===== config.mk =====
export PLATFORM = sky130hd
export DESIGN_NAME = raycast_column_texel_mapper_unit
export DESIGN_NICKNAME = d
export VERILOG_FILES = /design/src/rtl/core/rctm_pkg.sv /design/src/rtl/core/rctm_mul_serial.sv /design/src/rtl/core/rctm_div_serial.sv /design/src/rtl/core/raycast_column_texel_mapper_unit.sv
export VERILOG_INCLUDE_DIRS = /design/src /design/src/rtl/core
export SDC_FILE = /design/constraint.sdc
export NUM_CORES = 2
export LEC_CHECK = 0
export BUFFER_PORTS_ARGS = -buffer_cell sky130_fd_sc_hd__buf_2
export CAP_MARGIN = 10
export CORE_ASPECT_RATIO = 1.2
export CORE_MARGIN = 2
export CORE_UTILIZATION = 53
export DETAILED_ROUTE_END_ITERATION = 16
export GPL_TIMING_DRIVEN = 0
export PLACE_DENSITY_LB_ADDON = 0.1
export REMOVE_ABC_BUFFERS = 1
export SLEW_MARGIN = 20
export SYNTH_ARGS = -nofsm -noshare
export SYNTH_HDL_FRONTEND = slang
export SYNTH_SLANG_ARGS = --single-unit

===== constraint.sdc =====
create_clock -name aclk -period 7.8 [get_ports aclk]
set_input_delay 0.78 -clock aclk [delete_from_list [all_inputs] [get_ports aclk]]
set_output_delay 0.78 -clock aclk [all_outputs]
set_load 0.02 [all_outputs]

===== src/rtl/core/raycast_column_texel_mapper_unit_macros.svh =====
// Assertion macros for the raycast column texel mapper.
// Included by the modules that carry concurrent checks; no other dependencies.
`ifndef RAYCAST_COLUMN_TEXEL_MAPPER_UNIT_MACROS_SVH
`define RAYCAST_COLUMN_TEXEL_MAPPER_UNIT_MACROS_SVH

// same-cycle implication
`define RCTM_ASSERT_NOW(lbl, clk, rstn, ante, cons) \
    lbl: assert property (@(posedge clk) disable iff (!(rstn)) (ante) |-> (cons)) \
        else $error("rctm same-cycle check failed");

// next-cycle implication
`define RCTM_ASSERT_NEXT(lbl, clk, rstn, ante, cons) \
    lbl: assert property (@(posedge clk) disable iff (!(rstn)) (ante) |=> (cons)) \
        else $error("rctm next-cycle check failed");

`endif


===== src/rtl/core/rctm_pkg.sv =====
// Shared types and constants of the raycast column texel mapper.
// No dependencies; imported by every module of the block.
`default_nettype none

package rctm_pkg;

    // field widths
    localparam int DIST_W  = 24;
    localparam int DIR_W   = 18;
    localparam int FRAC_W  = 32;
    localparam int LH_W    = 16;
    localparam int NUMER_W = 25;
    localparam int QUOT_W  = 8;
    localparam int TEX_W   = 9;

    localparam int S_DATA_W = 152;
    localparam int M_DATA_W = 72;
    localparam int CFG_IDX_W = 4;

    // register indexes
    localparam logic [CFG_IDX_W-1:0] CFG_TEX_WIDTH   = 4'd0;
    localparam logic [CFG_IDX_W-1:0] CFG_TEX_HEIGHT  = 4'd1;
    localparam logic [CFG_IDX_W-1:0] CFG_CEIL_COLOR  = 4'd2;
    localparam logic [CFG_IDX_W-1:0] CFG_FLOOR_COLOR = 4'd3;

    localparam logic [TEX_W-1:0] TEX_SIZE_RESET = 9'd64;
    localparam logic [TEX_W-1:0] TEX_SIZE_MAX   = 9'd256;
    localparam logic [TEX_W-1:0] TEX_SIZE_MIN   = 9'd1;

    // item kinds
    localparam logic KIND_SETUP = 1'b0;
    localparam logic KIND_PIXEL = 1'b1;

    // pixel classes
    localparam logic [1:0] CLASS_CEILING = 2'd0;
    localparam logic [1:0] CLASS_WALL    = 2'd1;
    localparam logic [1:0] CLASS_FLOOR   = 2'd2;

    // wall faces: side of the grid line and step direction
    localparam logic [1:0] FACE_YS_POS = 2'd0;
    localparam logic [1:0] FACE_XS_POS = 2'd1;
    localparam logic [1:0] FACE_YS_NEG = 2'd2;
    localparam logic [1:0] FACE_XS_NEG = 2'd3;

    typedef enum logic [3:0] {
        ST_IDLE,
        ST_SETUP_MUL,
        ST_SETUP_SCALE,
        ST_SETUP_MIRROR,
        ST_PIX_NUMER,
        ST_PIX_START,
        ST_PIX_DIVIDE,
        ST_PIX_INDEX,
        ST_RESULT
    } rctm_state_t;

    typedef struct packed {
        logic done;
        logic over;
    } rctm_div_stat_t;

    // zero acts as 1, anything above 256 as 256
    function automatic logic [TEX_W-1:0] rctm_tex_size(input logic [TEX_W-1:0] v);
        logic [TEX_W-1:0] r;
        if (v == '0) begin
            r = TEX_SIZE_MIN;
        end else if (v > TEX_SIZE_MAX) begin
            r = TEX_SIZE_MAX;
        end else begin
            r = v;
        end
        return r;
    endfunction

endpackage

`default_nettype wire


===== src/rtl/core/rctm_mul_serial.sv =====
// Bit-serial multiply-accumulate for the wall hit fraction (low 32 bits kept).
// Depends on rctm_pkg.
`default_nettype none

module rctm_mul_serial
    import rctm_pkg::*;
(
    input  wire logic              aclk,
    input  wire logic              aresetn,
    input  wire logic              start,
    input  wire logic [DIST_W-1:0] dist_in,
    input  wire logic [FRAC_W-1:0] dir_in,
    input  wire logic [FRAC_W-1:0] acc_init,
    output logic                   done,
    output logic [FRAC_W-1:0]      product
);

    localparam int CNT_W = $clog2(DIST_W);

    logic              busy_reg;
    logic              done_reg;
    logic [CNT_W-1:0]  cnt_reg;
    logic [DIST_W-1:0] dist_sr_reg;
    logic [FRAC_W-1:0] dir_reg;
    logic [FRAC_W-1:0] acc_reg;
    logic [FRAC_W-1:0] acc_next;

    // one multiplier bit per cycle, multiplicand walks left
    always_comb begin
        acc_next = dist_sr_reg[0] ? acc_reg + dir_reg : acc_reg;
    end

    always_ff @(posedge aclk) begin
        if (!aresetn) begin
            busy_reg <= 1'b0;
            done_reg <= 1'b0;
            cnt_reg  <= '0;
        end else begin
            done_reg <= !start && busy_reg && (cnt_reg == CNT_W'(DIST_W - 1));
            if (start) begin
                busy_reg <= 1'b1;
                cnt_reg  <= '0;
            end else if (busy_reg) begin
                cnt_reg <= cnt_reg + 1'b1;
                if (cnt_reg == CNT_W'(DIST_W - 1)) begin
                    busy_reg <= 1'b0;
                end
            end
        end
    end

    always_ff @(posedge aclk) begin
        if (start) begin
            dist_sr_reg <= dist_in;
            dir_reg     <= dir_in;
            acc_reg     <= acc_init;
        end else if (busy_reg) begin
            dist_sr_reg <= {1'b0, dist_sr_reg[DIST_W-1:1]};
            dir_reg     <= {dir_reg[FRAC_W-2:0], 1'b0};
            acc_reg     <= acc_next;
        end
    end

    assign done    = done_reg;
    assign product = acc_reg;

endmodule

`default_nettype wire


===== src/rtl/core/rctm_div_serial.sv =====
// Radix-2 restoring divider for the texture row: quotient limited to 8 bits,
// with an overflow flag when the quotient would reach 256. Depends on rctm_pkg.
`default_nettype none

module rctm_div_serial
    import rctm_pkg::*;
(
    input  wire logic               aclk,
    input  wire logic               aresetn,
    input  wire logic               start,
    input  wire logic [NUMER_W-1:0] numer_in,
    input  wire logic [LH_W-1:0]    divisor_in,
    output rctm_div_stat_t          stat,
    output logic [QUOT_W-1:0]       quotient
);

    localparam int CNT_W = $clog2(QUOT_W);

    logic              busy_reg;
    logic              done_reg;
    logic              over_reg;
    logic [CNT_W-1:0]  cnt_reg;
    logic [LH_W-1:0]   rem_reg;
    logic [QUOT_W-1:0] low_sr_reg;
    logic [LH_W-1:0]   div_reg;
    logic [QUOT_W-1:0] quot_reg;

    logic [LH_W:0]     trial;
    logic [LH_W+1:0]   diff;
    logic              fits;
    logic [LH_W-1:0]   rem_next;

    always_comb begin
        trial    = {rem_reg, low_sr_reg[QUOT_W-1]};
        diff     = {1'b0, trial} - {2'b00, div_reg};
        fits     = !diff[LH_W+1];
        rem_next = fits ? diff[LH_W-1:0] : trial[LH_W-1:0];
    end

    always_ff @(posedge aclk) begin
        if (!aresetn) begin
            busy_reg <= 1'b0;
            done_reg <= 1'b0;
            cnt_reg  <= '0;
        end else begin
            done_reg <= !start && busy_reg && (cnt_reg == CNT_W'(QUOT_W - 1));
            if (start) begin
                busy_reg <= 1'b1;
                cnt_reg  <= '0;
            end else if (busy_reg) begin
                cnt_reg <= cnt_reg + 1'b1;
                if (cnt_reg == CNT_W'(QUOT_W - 1)) begin
                    busy_reg <= 1'b0;
                end
            end
        end
    end

    always_ff @(posedge aclk) begin
        if (start) begin
            // high part >= divisor means quotient >= 256
            over_reg   <= numer_in[NUMER_W-1:QUOT_W] >= {1'b0, divisor_in};
            rem_reg    <= numer_in[NUMER_W-2:QUOT_W];
            low_sr_reg <= numer_in[QUOT_W-1:0];
            div_reg    <= divisor_in;
            quot_reg   <= '0;
        end else if (busy_reg) begin
            rem_reg    <= rem_next;
            low_sr_reg <= {low_sr_reg[QUOT_W-2:0], 1'b0};
            quot_reg   <= {quot_reg[QUOT_W-2:0], fits};
        end
    end

    assign stat.done = done_reg;
    assign stat.over = over_reg;
    assign quotient  = quot_reg;

endmodule

`default_nettype wire


===== src/rtl/core/raycast_column_texel_mapper_unit.sv =====
// Raycast column texel mapper. A setup word (tuser 0) loads one screen column's
// ray hit; the face comes from the hit side and face flag, and the texture
// column from a bit-serial multiply of distance by ray direction, 24 steps; a
// setup word returns nothing. A pixel word (tuser 1) gives a row: ceiling and
// floor rows return their color, rows at or past SCREEN_HEIGHT return nothing,
// and wall rows go through the 8-step serial divider by line height. One word is
// worked on at a time; the next is taken while the result waits in the output
// register. Depends on rctm_pkg, rctm_mul_serial, rctm_div_serial and the
// macros header.
`default_nettype none
`include "raycast_column_texel_mapper_unit_macros.svh"

module raycast_column_texel_mapper_unit
    import rctm_pkg::*;
#(
    parameter int SCREEN_HEIGHT = 480
) (
    input  wire logic                 aclk,
    input  wire logic                 aresetn,
    input  wire logic                 cfg_wr_en,
    input  wire logic [CFG_IDX_W-1:0] cfg_index,
    input  wire logic [31:0]          cfg_wdata,
    input  wire logic                 s_tvalid,
    output logic                      s_tready,
    // position[9:0] hit_side[10] face_flag[11] player_x[33:12] player_y[55:34]
    // wall_distance[79:56] dir_x[97:80] dir_y[115:98] wall_height[131:116]
    // span_start[140:132] span_end[149:141], zero pad above
    input  wire logic [S_DATA_W-1:0]  s_tdata,
    // kind[0]
    input  wire logic [0:0]           s_tuser,
    output logic                      m_tvalid,
    input  wire logic                 m_tready,
    // column[9:0] row[18:10] pixel_color[50:19] texture_face[52:51]
    // texel_index[68:53], zero pad above
    output logic [M_DATA_W-1:0]       m_tdata,
    // pixel_class[1:0]
    output logic [1:0]                m_tuser
);

    localparam logic [10:0] SCREEN_ROWS = 11'(SCREEN_HEIGHT);
    localparam logic [17:0] HALF_ROWS   = 18'(SCREEN_HEIGHT / 2);

    // input fields
    logic [9:0]        in_pos;
    logic              in_side;
    logic              in_flag;
    logic [21:0]       in_px;
    logic [21:0]       in_py;
    logic [DIST_W-1:0] in_dist;
    logic [DIR_W-1:0]  in_dx;
    logic [DIR_W-1:0]  in_dy;
    logic [LH_W-1:0]   in_lh;
    logic [8:0]        in_start;
    logic [8:0]        in_end;

    assign in_pos   = s_tdata[9:0];
    assign in_side  = s_tdata[10];
    assign in_flag  = s_tdata[11];
    assign in_px    = s_tdata[33:12];
    assign in_py    = s_tdata[55:34];
    assign in_dist  = s_tdata[79:56];
    assign in_dx    = s_tdata[97:80];
    assign in_dy    = s_tdata[115:98];
    assign in_lh    = s_tdata[131:116];
    assign in_start = s_tdata[140:132];
    assign in_end   = s_tdata[149:141];

    // configuration
    logic [TEX_W-1:0] tex_width_reg;
    logic [TEX_W-1:0] tex_height_reg;
    logic [31:0]      ceil_color_reg;
    logic [31:0]      floor_color_reg;

    // column state
    logic [9:0]      cur_column_reg;
    logic [1:0]      cur_face_reg;
    logic [7:0]      tex_column_reg;
    logic [LH_W-1:0] lh_held_reg;
    logic [8:0]      first_row_reg;
    logic [8:0]      end_row_reg;

    // work registers
    logic [15:0]        off_reg;
    logic [NUMER_W-1:0] numer_reg;
    logic [TEX_W-1:0]   scale_reg;
    logic [QUOT_W-1:0]  ty_reg;

    logic [8:0]  res_row_reg;
    logic [1:0]  res_class_reg;
    logic [31:0] res_color_reg;
    logic [1:0]  res_face_reg;
    logic [15:0] res_index_reg;

    logic                m_tvalid_reg;
    logic [M_DATA_W-1:0] m_tdata_reg;
    logic [1:0]          m_tuser_reg;

    rctm_state_t state_reg;
    rctm_state_t state_next;

    logic in_accept;
    logic out_load;
    logic mul_start;
    logic div_start;

    logic [TEX_W-1:0] tw;
    logic [TEX_W-1:0] th;
    logic [TEX_W-1:0] th_m1;

    logic [1:0]        setup_face;
    logic [21:0]       setup_base;
    logic [DIR_W-1:0]  setup_dir;
    logic [FRAC_W-1:0] mul_product;
    logic              mul_done;

    logic              row_off_screen;
    logic              row_ceiling;
    logic              row_wall;
    logic [17:0]       off_full;
    logic [15:0]       off_sat;

    logic [40:0]       scale_prod;
    logic [TEX_W-1:0]  mirrored;
    logic              mirror_face;
    logic [16:0]       idx_prod;
    logic [16:0]       idx_sum;
    logic [QUOT_W-1:0] ty_sat;

    rctm_div_stat_t    div_stat;
    logic [QUOT_W-1:0] div_quot;

    assign tw    = rctm_tex_size(tex_width_reg);
    assign th    = rctm_tex_size(tex_height_reg);
    assign th_m1 = th - 1'b1;

    assign in_accept = s_tvalid && s_tready;

    // setup decode
    always_comb begin
        if (!in_side) begin
            setup_face = in_flag ? FACE_XS_POS : FACE_XS_NEG;
            setup_base = in_py;
            setup_dir  = in_dy;
        end else begin
            setup_face = in_flag ? FACE_YS_NEG : FACE_YS_POS;
            setup_base = in_px;
            setup_dir  = in_dx;
        end
    end

    // pixel decode
    always_comb begin
        row_off_screen = {1'b0, in_pos} >= SCREEN_ROWS;
        row_ceiling    = in_pos < {1'b0, first_row_reg};
        row_wall       = !row_ceiling && (in_pos < {1'b0, end_row_reg});
        off_full       = 18'(in_pos) - HALF_ROWS + 18'(lh_held_reg[LH_W-1:1]);
        off_sat        = off_full[17] ? 16'd0 : off_full[15:0];
    end

    // arithmetic between stages
    always_comb begin
        scale_prod  = 41'(mul_product) * 41'(tw);
        mirror_face = (cur_face_reg == FACE_YS_POS) || (cur_face_reg == FACE_XS_NEG);
        mirrored    = tw - scale_reg - 1'b1;
        ty_sat      = (div_stat.over || (div_quot > th_m1[QUOT_W-1:0]))
                      ? th_m1[QUOT_W-1:0] : div_quot;
        idx_prod    = 17'(tw) * 17'(ty_reg);
        idx_sum     = idx_prod + 17'(tex_column_reg);
    end

    rctm_mul_serial u_mul (
        .aclk     (aclk),
        .aresetn  (aresetn),
        .start    (mul_start),
        .dist_in  (in_dist),
        .dir_in   (FRAC_W'($signed(setup_dir))),
        .acc_init ({setup_base[15:0], 16'd0}),
        .done     (mul_done),
        .product  (mul_product)
    );

    rctm_div_serial u_div (
        .aclk       (aclk),
        .aresetn    (aresetn),
        .start      (div_start),
        .numer_in   (numer_reg),
        .divisor_in (lh_held_reg),
        .stat       (div_stat),
        .quotient   (div_quot)
    );

    // next state
    always_comb begin
        state_next = state_reg;
        unique case (state_reg)
            ST_IDLE: begin
                if (in_accept) begin
                    if (s_tuser[0] == KIND_SETUP) begin
                        state_next = ST_SETUP_MUL;
                    end else if (row_off_screen) begin
                        state_next = ST_IDLE;
                    end else if (row_wall) begin
                        state_next = ST_PIX_NUMER;
                    end else begin
                        state_next = ST_RESULT;
                    end
                end
            end
            ST_SETUP_MUL: begin
                if (mul_done) begin
                    state_next = ST_SETUP_SCALE;
                end
            end
            ST_SETUP_SCALE:  state_next = ST_SETUP_MIRROR;
            ST_SETUP_MIRROR: state_next = ST_IDLE;
            ST_PIX_NUMER:    state_next = ST_PIX_START;
            ST_PIX_START:    state_next = ST_PIX_DIVIDE;
            ST_PIX_DIVIDE: begin
                if (div_stat.done) begin
                    state_next = ST_PIX_INDEX;
                end
            end
            ST_PIX_INDEX:    state_next = ST_RESULT;
            ST_RESULT: begin
                if (!m_tvalid_reg || m_tready) begin
                    state_next = ST_IDLE;
                end
            end
            default:         state_next = ST_IDLE;
        endcase
    end

    // state outputs
    always_comb begin
        s_tready  = 1'b0;
        mul_start = 1'b0;
        div_start = 1'b0;
        out_load  = 1'b0;
        unique case (state_reg)
            ST_IDLE: begin
                s_tready  = 1'b1;
                mul_start = s_tvalid && (s_tuser[0] == KIND_SETUP);
            end
            ST_PIX_START: div_start = 1'b1;
            ST_RESULT:    out_load  = !m_tvalid_reg || m_tready;
            default: ;
        endcase
    end

    always_ff @(posedge aclk) begin
        if (!aresetn) begin
            state_reg <= ST_IDLE;
        end else begin
            state_reg <= state_next;
        end
    end

    // configuration and column state
    always_ff @(posedge aclk) begin
        if (!aresetn) begin
            tex_width_reg   <= TEX_SIZE_RESET;
            tex_height_reg  <= TEX_SIZE_RESET;
            ceil_color_reg  <= '0;
            floor_color_reg <= '0;
            cur_column_reg  <= '0;
            cur_face_reg    <= '0;
            tex_column_reg  <= '0;
            lh_held_reg     <= LH_W'(1);
            first_row_reg   <= '0;
            end_row_reg     <= '0;
        end else begin
            if (cfg_wr_en) begin
                unique case (cfg_index)
                    CFG_TEX_WIDTH:   tex_width_reg   <= cfg_wdata[TEX_W-1:0];
                    CFG_TEX_HEIGHT:  tex_height_reg  <= cfg_wdata[TEX_W-1:0];
                    CFG_CEIL_COLOR:  ceil_color_reg  <= cfg_wdata;
                    CFG_FLOOR_COLOR: floor_color_reg <= cfg_wdata;
                    default: ;
                endcase
            end
            if (in_accept && (s_tuser[0] == KIND_SETUP)) begin
                cur_column_reg <= in_pos;
                cur_face_reg   <= setup_face;
                lh_held_reg    <= (in_lh == '0) ? LH_W'(1) : in_lh;
                first_row_reg  <= in_start;
                end_row_reg    <= in_end;
            end
            if (state_reg == ST_SETUP_MIRROR) begin
                tex_column_reg <= mirror_face ? mirrored[7:0] : scale_reg[7:0];
            end
        end
    end

    // datapath registers
    always_ff @(posedge aclk) begin
        if (in_accept && (s_tuser[0] == KIND_PIXEL)) begin
            res_row_reg   <= in_pos[8:0];
            off_reg       <= off_sat;
            res_index_reg <= '0;
            priority if (row_ceiling) begin
                res_class_reg <= CLASS_CEILING;
                res_color_reg <= ceil_color_reg;
                res_face_reg  <= '0;
            end else if (row_wall) begin
                res_class_reg <= CLASS_WALL;
                res_color_reg <= '0;
                res_face_reg  <= cur_face_reg;
            end else begin
                res_class_reg <= CLASS_FLOOR;
                res_color_reg <= floor_color_reg;
                res_face_reg  <= '0;
            end
        end
        if (state_reg == ST_SETUP_SCALE) begin
            scale_reg <= scale_prod[40:32];
        end
        if (state_reg == ST_PIX_NUMER) begin
            numer_reg <= NUMER_W'(off_reg) * NUMER_W'(th);
        end
        if ((state_reg == ST_PIX_DIVIDE) && div_stat.done) begin
            ty_reg <= ty_sat;
        end
        if (state_reg == ST_PIX_INDEX) begin
            res_index_reg <= idx_sum[15:0];
        end
    end

    // output register
    always_ff @(posedge aclk) begin
        if (!aresetn) begin
            m_tvalid_reg <= 1'b0;
        end else if (out_load) begin
            m_tvalid_reg <= 1'b1;
        end else if (m_tready) begin
            m_tvalid_reg <= 1'b0;
        end
    end

    always_ff @(posedge aclk) begin
        if (out_load) begin
            m_tdata_reg <= {3'd0, res_index_reg, res_face_reg, res_color_reg,
                            res_row_reg, cur_column_reg};
            m_tuser_reg <= res_class_reg;
        end
    end

    assign m_tvalid = m_tvalid_reg;
    assign m_tdata  = m_tdata_reg;
    assign m_tuser  = m_tuser_reg;

    `RCTM_ASSERT_NOW(a_mul_done_in_setup, aclk, aresetn, mul_done, state_reg == ST_SETUP_MUL)
    `RCTM_ASSERT_NOW(a_div_done_in_pixel, aclk, aresetn, div_stat.done, state_reg == ST_PIX_DIVIDE)
    `RCTM_ASSERT_NEXT(a_load_shows_word, aclk, aresetn, out_load, m_tvalid && (state_reg == ST_IDLE))

endmodule

`default_nettype wire


==> Word level (Yosys, flattened, before mapping) <==
Cells that the tools add are included.
{ "totals": {"register_bits": 479, "latch_bits": 0, "ram_bits": 0, "mem_bits_ro": 0, "in_bits": 194, "out_inout_bits": 76, "elab_cells": 167, "memories": 0} }
{ "op_classes": {"add_sub_neg": 10, "n_mul": 3, "div_mod_pow": 0, "n_lt_le_gt_ge": 7, "n_eq_ne": 18, "n_shift": 0, "n_mux": 49, "bitwise_logic": 3, "reduce_logical": 39} }
{ "op_table": {"columns": ["op", "count"], "rows": [
  ["32-bit 2-to-1 mux", 7],
  ["16-bit 2-to-1 mux", 7],
  ["24-bit 2-to-1 mux", 2],
  ["32-bit by 9-bit multiplier with 40-bit output", 1],
  ["9-bit 2-to-1 mux", 4],
  ["32-bit adder", 1],
  ["8-bit 2-to-1 mux", 4],
  ["4-bit one-hot mux with 8 select lines", 1],
  ["4-bit 2-to-1 mux", 7],
  ["16-bit by 9-bit multiplier with 25-bit output", 1],
  ["10-bit by 9-bit < comparator with 1-bit output", 2],
  ["9-bit > comparator (second input constant)", 2],
  ["9-bit zero test", 2],
  ["18-bit 2-to-1 mux", 1],
  ["17-bit by 16-bit subtractor with 18-bit output", 1],
  ["11-bit by 16-bit adder with 17-bit output", 1],
  ["17-bit by 16-bit greater-or-equal comparator with 1-bit output", 1],
  ["16-bit by 8-bit adder with 16-bit output", 1],
  ["4-bit by 2-bit equality test with 1-bit output (second input constant)", 4],
  ["4-bit by 3-bit equality test with 1-bit output (second input constant)", 4],
  ["16-bit zero test", 1],
  ["9-bit by 8-bit multiplier with 16-bit output", 1],
  ["8-bit by 1-bit subtractor with 8-bit output (second input constant)", 2],
  ["1-bit 2-to-1 mux", 12],
  ["24 further kinds", 59]
]} }

==> Longest topological paths before layout <==
{ "logic_depth": {"ltp_word": 8, "ltp_mapped": 25, "depth_no_buf": 25} }

==> Cells and area by module <==
Synthesis repeated with hierarchy kept, for this count alone.
{ "hier_totals": {"cells_unflattened": 4001, "hier_area_um2": 38328.0} }
{ "by_module_without_submodules": {"columns": ["mod", "n_inst", "cells_each", "area_per_inst_um2", "seq_area_each_um2"], "rows": [
  ["raycast_column_texel_mapper_unit", 1, 3144, 28980.3, 8498.2],
  ["rctm_mul_serial", 1, 521, 5731.7, 2782.7],
  ["rctm_div_serial", 1, 336, 3616.0, 1491.4]
]} }

==> Least setup slack after synthesis <==
OpenSTA, ideal clock, no wires.
{ "synth_timing": {"path_kind": "reg-to-reg", "startpoint": "reg tex_height_reg[1]", "endpoint": "reg numer_reg[23] (data pin)", "setup_ns": 0.258, "arrival_time_ns": 5.733, "t_required_ns": 7.542, "path_slack_ns": 1.809, "stages_incl_launch_ff": 25, "path_buffers": 1, "synth_period_minus_slack_ns": 5.991, "path_cell_list": "dfxtp_1 nor2_1 nand2_1 nor4_1 nor2_1 nor2_1 clkbuf_1 nand2_1 fa_1 inv_1 fa_1 fa_1 inv_1 fa_1 inv_1 ha_1 o21a_1 o21ai_0 nor2_1 a221oi_1 o21ai_1 or4_1 a31o_2 a21oi_1 xnor2_1"} }
{ "synth_between": {"elab_chain_len": 4, "elab_cells_between_ends": 5, "cone_classes": "mul: 1; order compare: 1; mux: 2; reduce/logical: 1"} }
{ "synth_rtl": {"columns": ["item", "line", "rtl"], "rows": [
  ["start, declared", "raycast_column_texel_mapper_unit.sv:70", "logic [TEX_W-1:0] tex_height_reg;"],
  ["start signal, assigned", "raycast_column_texel_mapper_unit.sv:275", "CFG_TEX_HEIGHT: tex_height_reg <= cfg_wdata[TEX_W-1:0];"],
  ["9-bit > comparator", "rctm_pkg.sv:67", "end else if (v > TEX_SIZE_MAX) begin"],
  ["9-bit 2-to-1 mux", "rctm_pkg.sv:67", null],
  ["9-bit 2-to-1 mux *", "rctm_pkg.sv:65", "if (v == '0) begin"],
  ["16-bit by 9-bit multiplier with 25-bit output *", "raycast_column_texel_mapper_unit.sv:318", "numer_reg <= NUMER_W'(off_reg) * NUMER_W'(th);"],
  ["end signal, assigned", "raycast_column_texel_mapper_unit.sv:318", null],
  ["end, declared", "raycast_column_texel_mapper_unit.sv:84", "logic [NUMER_W-1:0] numer_reg;"]
]} }
Mark *: on every way between the ends. The rest lies on a longest branch, timed or not.
A chain may end at the register's enable or synchronous reset.

==> Worst setup path after layout <==
{ "layout_timing": {"startpoint": "reg tex_width_reg[8]", "endpoint": "reg scale_reg[7] (data pin)"} }
{ "layout_between": {"elab_chain_len": 4, "elab_cells_between_ends": 5, "cone_classes": "mul: 1; order compare: 1; mux: 2; reduce/logical: 1"} }
{ "layout_rtl": {"columns": ["item", "line", "rtl"], "rows": [
  ["start, declared", "raycast_column_texel_mapper_unit.sv:69", "logic [TEX_W-1:0] tex_width_reg;"],
  ["start signal, assigned", "raycast_column_texel_mapper_unit.sv:274", "CFG_TEX_WIDTH: tex_width_reg <= cfg_wdata[TEX_W-1:0];"],
  ["9-bit > comparator", "rctm_pkg.sv:67", null],
  ["9-bit 2-to-1 mux", "rctm_pkg.sv:67", null],
  ["9-bit 2-to-1 mux *", "rctm_pkg.sv:65", null],
  ["32-bit by 9-bit multiplier with 40-bit output *", "raycast_column_texel_mapper_unit.sv:162", "scale_prod = 41'(mul_product) * 41'(tw);"],
  ["net scale_prod[39]", "raycast_column_texel_mapper_unit.sv:122", "logic [40:0] scale_prod;"],
  ["end signal, assigned", "raycast_column_texel_mapper_unit.sv:315", "scale_reg <= scale_prod[40:32];"],
  ["end, declared", "raycast_column_texel_mapper_unit.sv:85", "logic [TEX_W-1:0] scale_reg;"]
]} }
Mark *: on every way through the listed nets, which the timed path passes. The rest lies on a longest branch.

==> impl_results.rst <==
.. list-table::
   :header-rows: 1

   * - Metric
     - Value
   * - Crit start category
     - flip-flop
   * - Power share of the combinational group
     - between 10% and 20%
   * - Setup repair after global routing missed its margin
     - false
   * - Leakage component of the power
     - 18.92 nW
   * - Die W
     - 244.6 um
   * - Most common cell after layout, fill and taps aside
     - sky130_fd_sc_hd__nand2_1
   * - Clock buffers created by TritonCTS
     - between 40 and 50
   * - Maximum fanout along the worst path
     - 50
   * - Share of the yosys chip area belonging to registers
     - 34.27%
   * - First-pass DRT Iterations
     - 8
   * - Post-synthesis instance total
     - approximately 3900
   * - Most used cells in the layout excluding fill and tap cells
     - sky130_fd_sc_hd__nand2_1 (712), sky130_fd_sc_hd__inv_1 (569), sky130_fd_sc_hd__fa_1 (361)
   * - Met2 Usage GRT
     - 46.15%
   * - Worst Min Path Start
     - s_tdata[129]
   * - Clk network pwr share
     - 38.1%
   * - Per-cell via count in the routed design
     - 5.371
   * - Count of state elements after synthesis
     - between 400 and 500
   * - Routing usage on met1
     - a little under a third
   * - DRC violations left
     - 0
   * - Top_reg_cell synth
     - sky130_fd_sc_hd__edfxtp_1
   * - Avg Synthesized Cell Area
     - ~9.5 um^2
   * - Overall fraction of global-route tracks in use
     - roughly a quarter
   * - Number of port buffers
     - approximately 250
   * - Switching power
     - slightly above 2 mW
   * - Pin count of the biggest net entering global routing
     - 86
   * - Min cycle time layout
     - ~7000 ps
   * - Worst r2r src
     - tex_width_reg[8]$_SDFFE_PN0P_
   * - Wire length per cell after detailed routing
     - ~18 um
   * - Number of clock sinks seen by CTS
     - around 480
   * - Rows
     - 105
   * - Power density over the cells
     - 169.5 nW/um^2
   * - Slew at the pin closest to its max-slew limit
     - approximately 1100 ps
   * - Clk_skew
     - ~30 ps
   * - Buffer depth of the longest clock path
     - 3
   * - Post-CTS Hold Buffers
     - 0
   * - Final hold violation count
     - 0
   * - Area of the mapped netlist
     - around 37000 um^2
   * - Clock-pin slew reported for the worst setup and hold paths after clock tree synthesis
     - around 60 ps
   * - Post-place setup slack
     - around 880 ps
   * - Final Wtd Congestion
     - a little under 0.9
   * - Post-route fraction of the period consumed by the critical path
     - a little under 90%
   * - Element type at the critical path end
     - flip-flop
   * - Max Transition Viols Final
     - 0
   * - Later-pin clock latency in the skew report
     - around 620 ps
   * - Wire length after detailed routing
     - between 80 and 90 mm
   * - Crit path kind
     - reg2reg
   * - Design internal power
     - about 5 mW
   * - Critical Path Source
     - tex_width_reg[8]$_SDFFE_PN0P_
   * - Top Ports
     - 270
   * - Synthesis warning total
     - 0
   * - Placed wire-length estimate
     - a little under 70 mm
   * - Syn-to-layout area delta
     - 12.34%
   * - Residual overflow from global routing
     - 0
   * - Async set or reset register ratio after synthesis
     - 0%
   * - Initial antenna violation count
     - 10
   * - CP required
     - ~8200 ps
   * - Initial core utilization
     - between 50% and 60%
   * - First-pass GRT wire length
     - around 150 mm
   * - Sequential share of power
     - 43.4%
   * - Class of the worst hold path
     - in2reg
   * - Max-cap check violation count
     - 0
   * - Worst slew margin relative to its limit
     - about a quarter
   * - Number of enable-type register cells in the synthesized netlist
     - 302
   * - GR Util met3
     - under 10%
   * - Post-CTS setup buffer count
     - 0
   * - Worst slack on hold paths
     - around 380 ps
   * - Arr. time, crit path
     - about 7300 ps
   * - Maximum frequency from static timing analysis
     - 143.8 MHz
   * - Post-CTS sizing
     - 0
   * - Final Worst Setup Slack
     - 844.5 ps
   * - Area enclosed by the die boundary
     - 71580 um^2
   * - CTS root buffer
     - sky130_fd_sc_hd__clkbuf_16
   * - Max reg flops
     - 69
   * - Share of total power consumed by net switching
     - between 20% and 30%
   * - Number of unique standard cell types used by synthesis
     - 72
   * - TritonCTS clock tree
     - done
   * - Layer with the highest usage
     - met2
   * - Vias
     - ~27000
   * - Area of the core
     - approximately 69000 um^2
   * - Number of global-route vias before repair
     - around 28000
   * - Fraction of final layout cells sized beyond drive strength 1
     - 10.57%
   * - Detail Route Antenna Nets
     - 0
   * - Number of endpoints failing setup at the final stage
     - 0
   * - Fill cell total of the finished layout
     - roughly 6000
   * - Combined area of the multi-input logic cells
     - around 22000 um^2
   * - Peak VDD IR
     - around 190 uV
   * - Area used by sequential logic in the layout
     - 12620 um^2
   * - Initial DRC Count
     - 1373
   * - Final nets
     - a little under 5000
   * - Chip height
     - just under 300 um
   * - Number of levels in the clock H-tree
     - 2
   * - Status
     - completed
final timing paths:
path                                        to  slack, ps  depth (start not counted)
hold / removal    lh_held_reg[13]$_SDFFE_PN0P_        380                          3
setup / recovery        scale_reg[7]$_DFFE_PP_        840                         21
hold reg to reg           m_tuser[1]$_DFFE_PP_        410                          0
setup reg to reg        scale_reg[7]$_DFFE_PP_        840                         21
cell families after synthesis:
group / synth area share (%)
mux: 1.962
fa+ha+maj: 28.20
simple gates: 15.83
flops: 34.27
buf+inv: 7.819
compound gates: 9.383
other cells: 0.01019
xor+xnor: 2.522
Yosys cell counts (33+ instances only):
library cell	instances	area, um^2
sky130_fd_sc_hd__xnor2_1	66	578.1
sky130_fd_sc_hd__a22o_1	33	289.0
sky130_fd_sc_hd__o21ai_0	110	550.5
sky130_fd_sc_hd__buf_1	39	146.4
sky130_fd_sc_hd__clkbuf_1	148	555.5
sky130_fd_sc_hd__fa_1	361	7227
sky130_fd_sc_hd__edfxtp_1	302	9069
sky130_fd_sc_hd__a21oi_1	215	1076
sky130_fd_sc_hd__inv_1	570	2140
sky130_fd_sc_hd__ha_1	252	3153
sky130_fd_sc_hd__a21o_1	46	345.3
sky130_fd_sc_hd__nor2b_1	35	219.0
sky130_fd_sc_hd__xor2_1	40	350.3
sky130_fd_sc_hd__nor3_1	39	195.2
sky130_fd_sc_hd__nor2_1	161	604.3
sky130_fd_sc_hd__and2_1	209	1308
sky130_fd_sc_hd__nand2_1	712	2673
sky130_fd_sc_hd__dfxtp_1	177	3543
sky130_fd_sc_hd__mux2i_1	71	710.7
power groups by stage:
stage / Clock, mW / Combinational, mW / Sequential, mW
2_1_floorplan: 0 / 0.886 / 3.01
3_3_place_gp: 0 / 1.24 / 3.10
3_5_place_dp: 0 / 1.29 / 3.09
4_1_cts: 2.73 / 1.31 / 3.04
5_1_grt: 2.82 / 1.48 / 3.06
6_report: 2.67 / 1.30 / 3.04
cell type report:
type | count | share of cell area, %
inverters | 571 | 5.196
clock buffers | 57 | 3.087
repair buffers | 296 | 5.002
multi-input cells | 2639 | 52.10
clock inverters | 34 | 1.304
flip-flops and latches | 479 | 30.51
well taps | 909 | 2.751
diodes | 8 | 0.04842
worst max-delay path: stages (launching register included):
cell	delay [ps]
sky130_fd_sc_hd__dfxtp_4	560
sky130_fd_sc_hd__or4_1	660
sky130_fd_sc_hd__o22ai_4	560
sky130_fd_sc_hd__buf_16	240
sky130_fd_sc_hd__nand2_1	100
sky130_fd_sc_hd__fa_1	560
sky130_fd_sc_hd__inv_1	60
sky130_fd_sc_hd__fa_1	480
sky130_fd_sc_hd__fa_1	550
sky130_fd_sc_hd__inv_1	60
sky130_fd_sc_hd__fa_1	500
sky130_fd_sc_hd__inv_1	60
sky130_fd_sc_hd__ha_1	340
sky130_fd_sc_hd__a21oi_1	240
sky130_fd_sc_hd__o211ai_1	140
sky130_fd_sc_hd__a221oi_1	330
sky130_fd_sc_hd__o21ai_0	210
sky130_fd_sc_hd__a221oi_1	380
sky130_fd_sc_hd__a311o_1	280
sky130_fd_sc_hd__o21bai_1	110
sky130_fd_sc_hd__a21oi_1	190
sky130_fd_sc_hd__xnor2_1	90
routing by layer:
| metal | up-vias | part of all wire, % |
|---|---|---|
| met5 | - | 0.021 |
| met3 | 169 | 4.6 |
| met4 | 4 | 3.7 |
| met2 | 571 | 52 |
| met1 | 13200 | 40 |
| li1 | 12870 | - |
per-stage QoR:
| step | util, % | instance area [um^2] | total power [mW] | setup TNS, ps | std cells |
|---|---|---|---|---|---|
| finish | 60.29 | 41350 | 7.010 | 0 | 4993 |
| global route | 60.29 | 41350 | 7.358 | 0 | 4992 |
| CTS | 60.23 | 41310 | 7.081 | 0 | 4985 |
| detailed placement | 57.59 | 39490 | 4.384 | 0 | 4894 |
| global placement | 56.11 | 38480 | 4.338 | -171220 | 4850 |
| floorplan | - | 36080 | 3.899 | 0 | 3689 |
No activity file was read; power rests on OpenSTA's default activity.
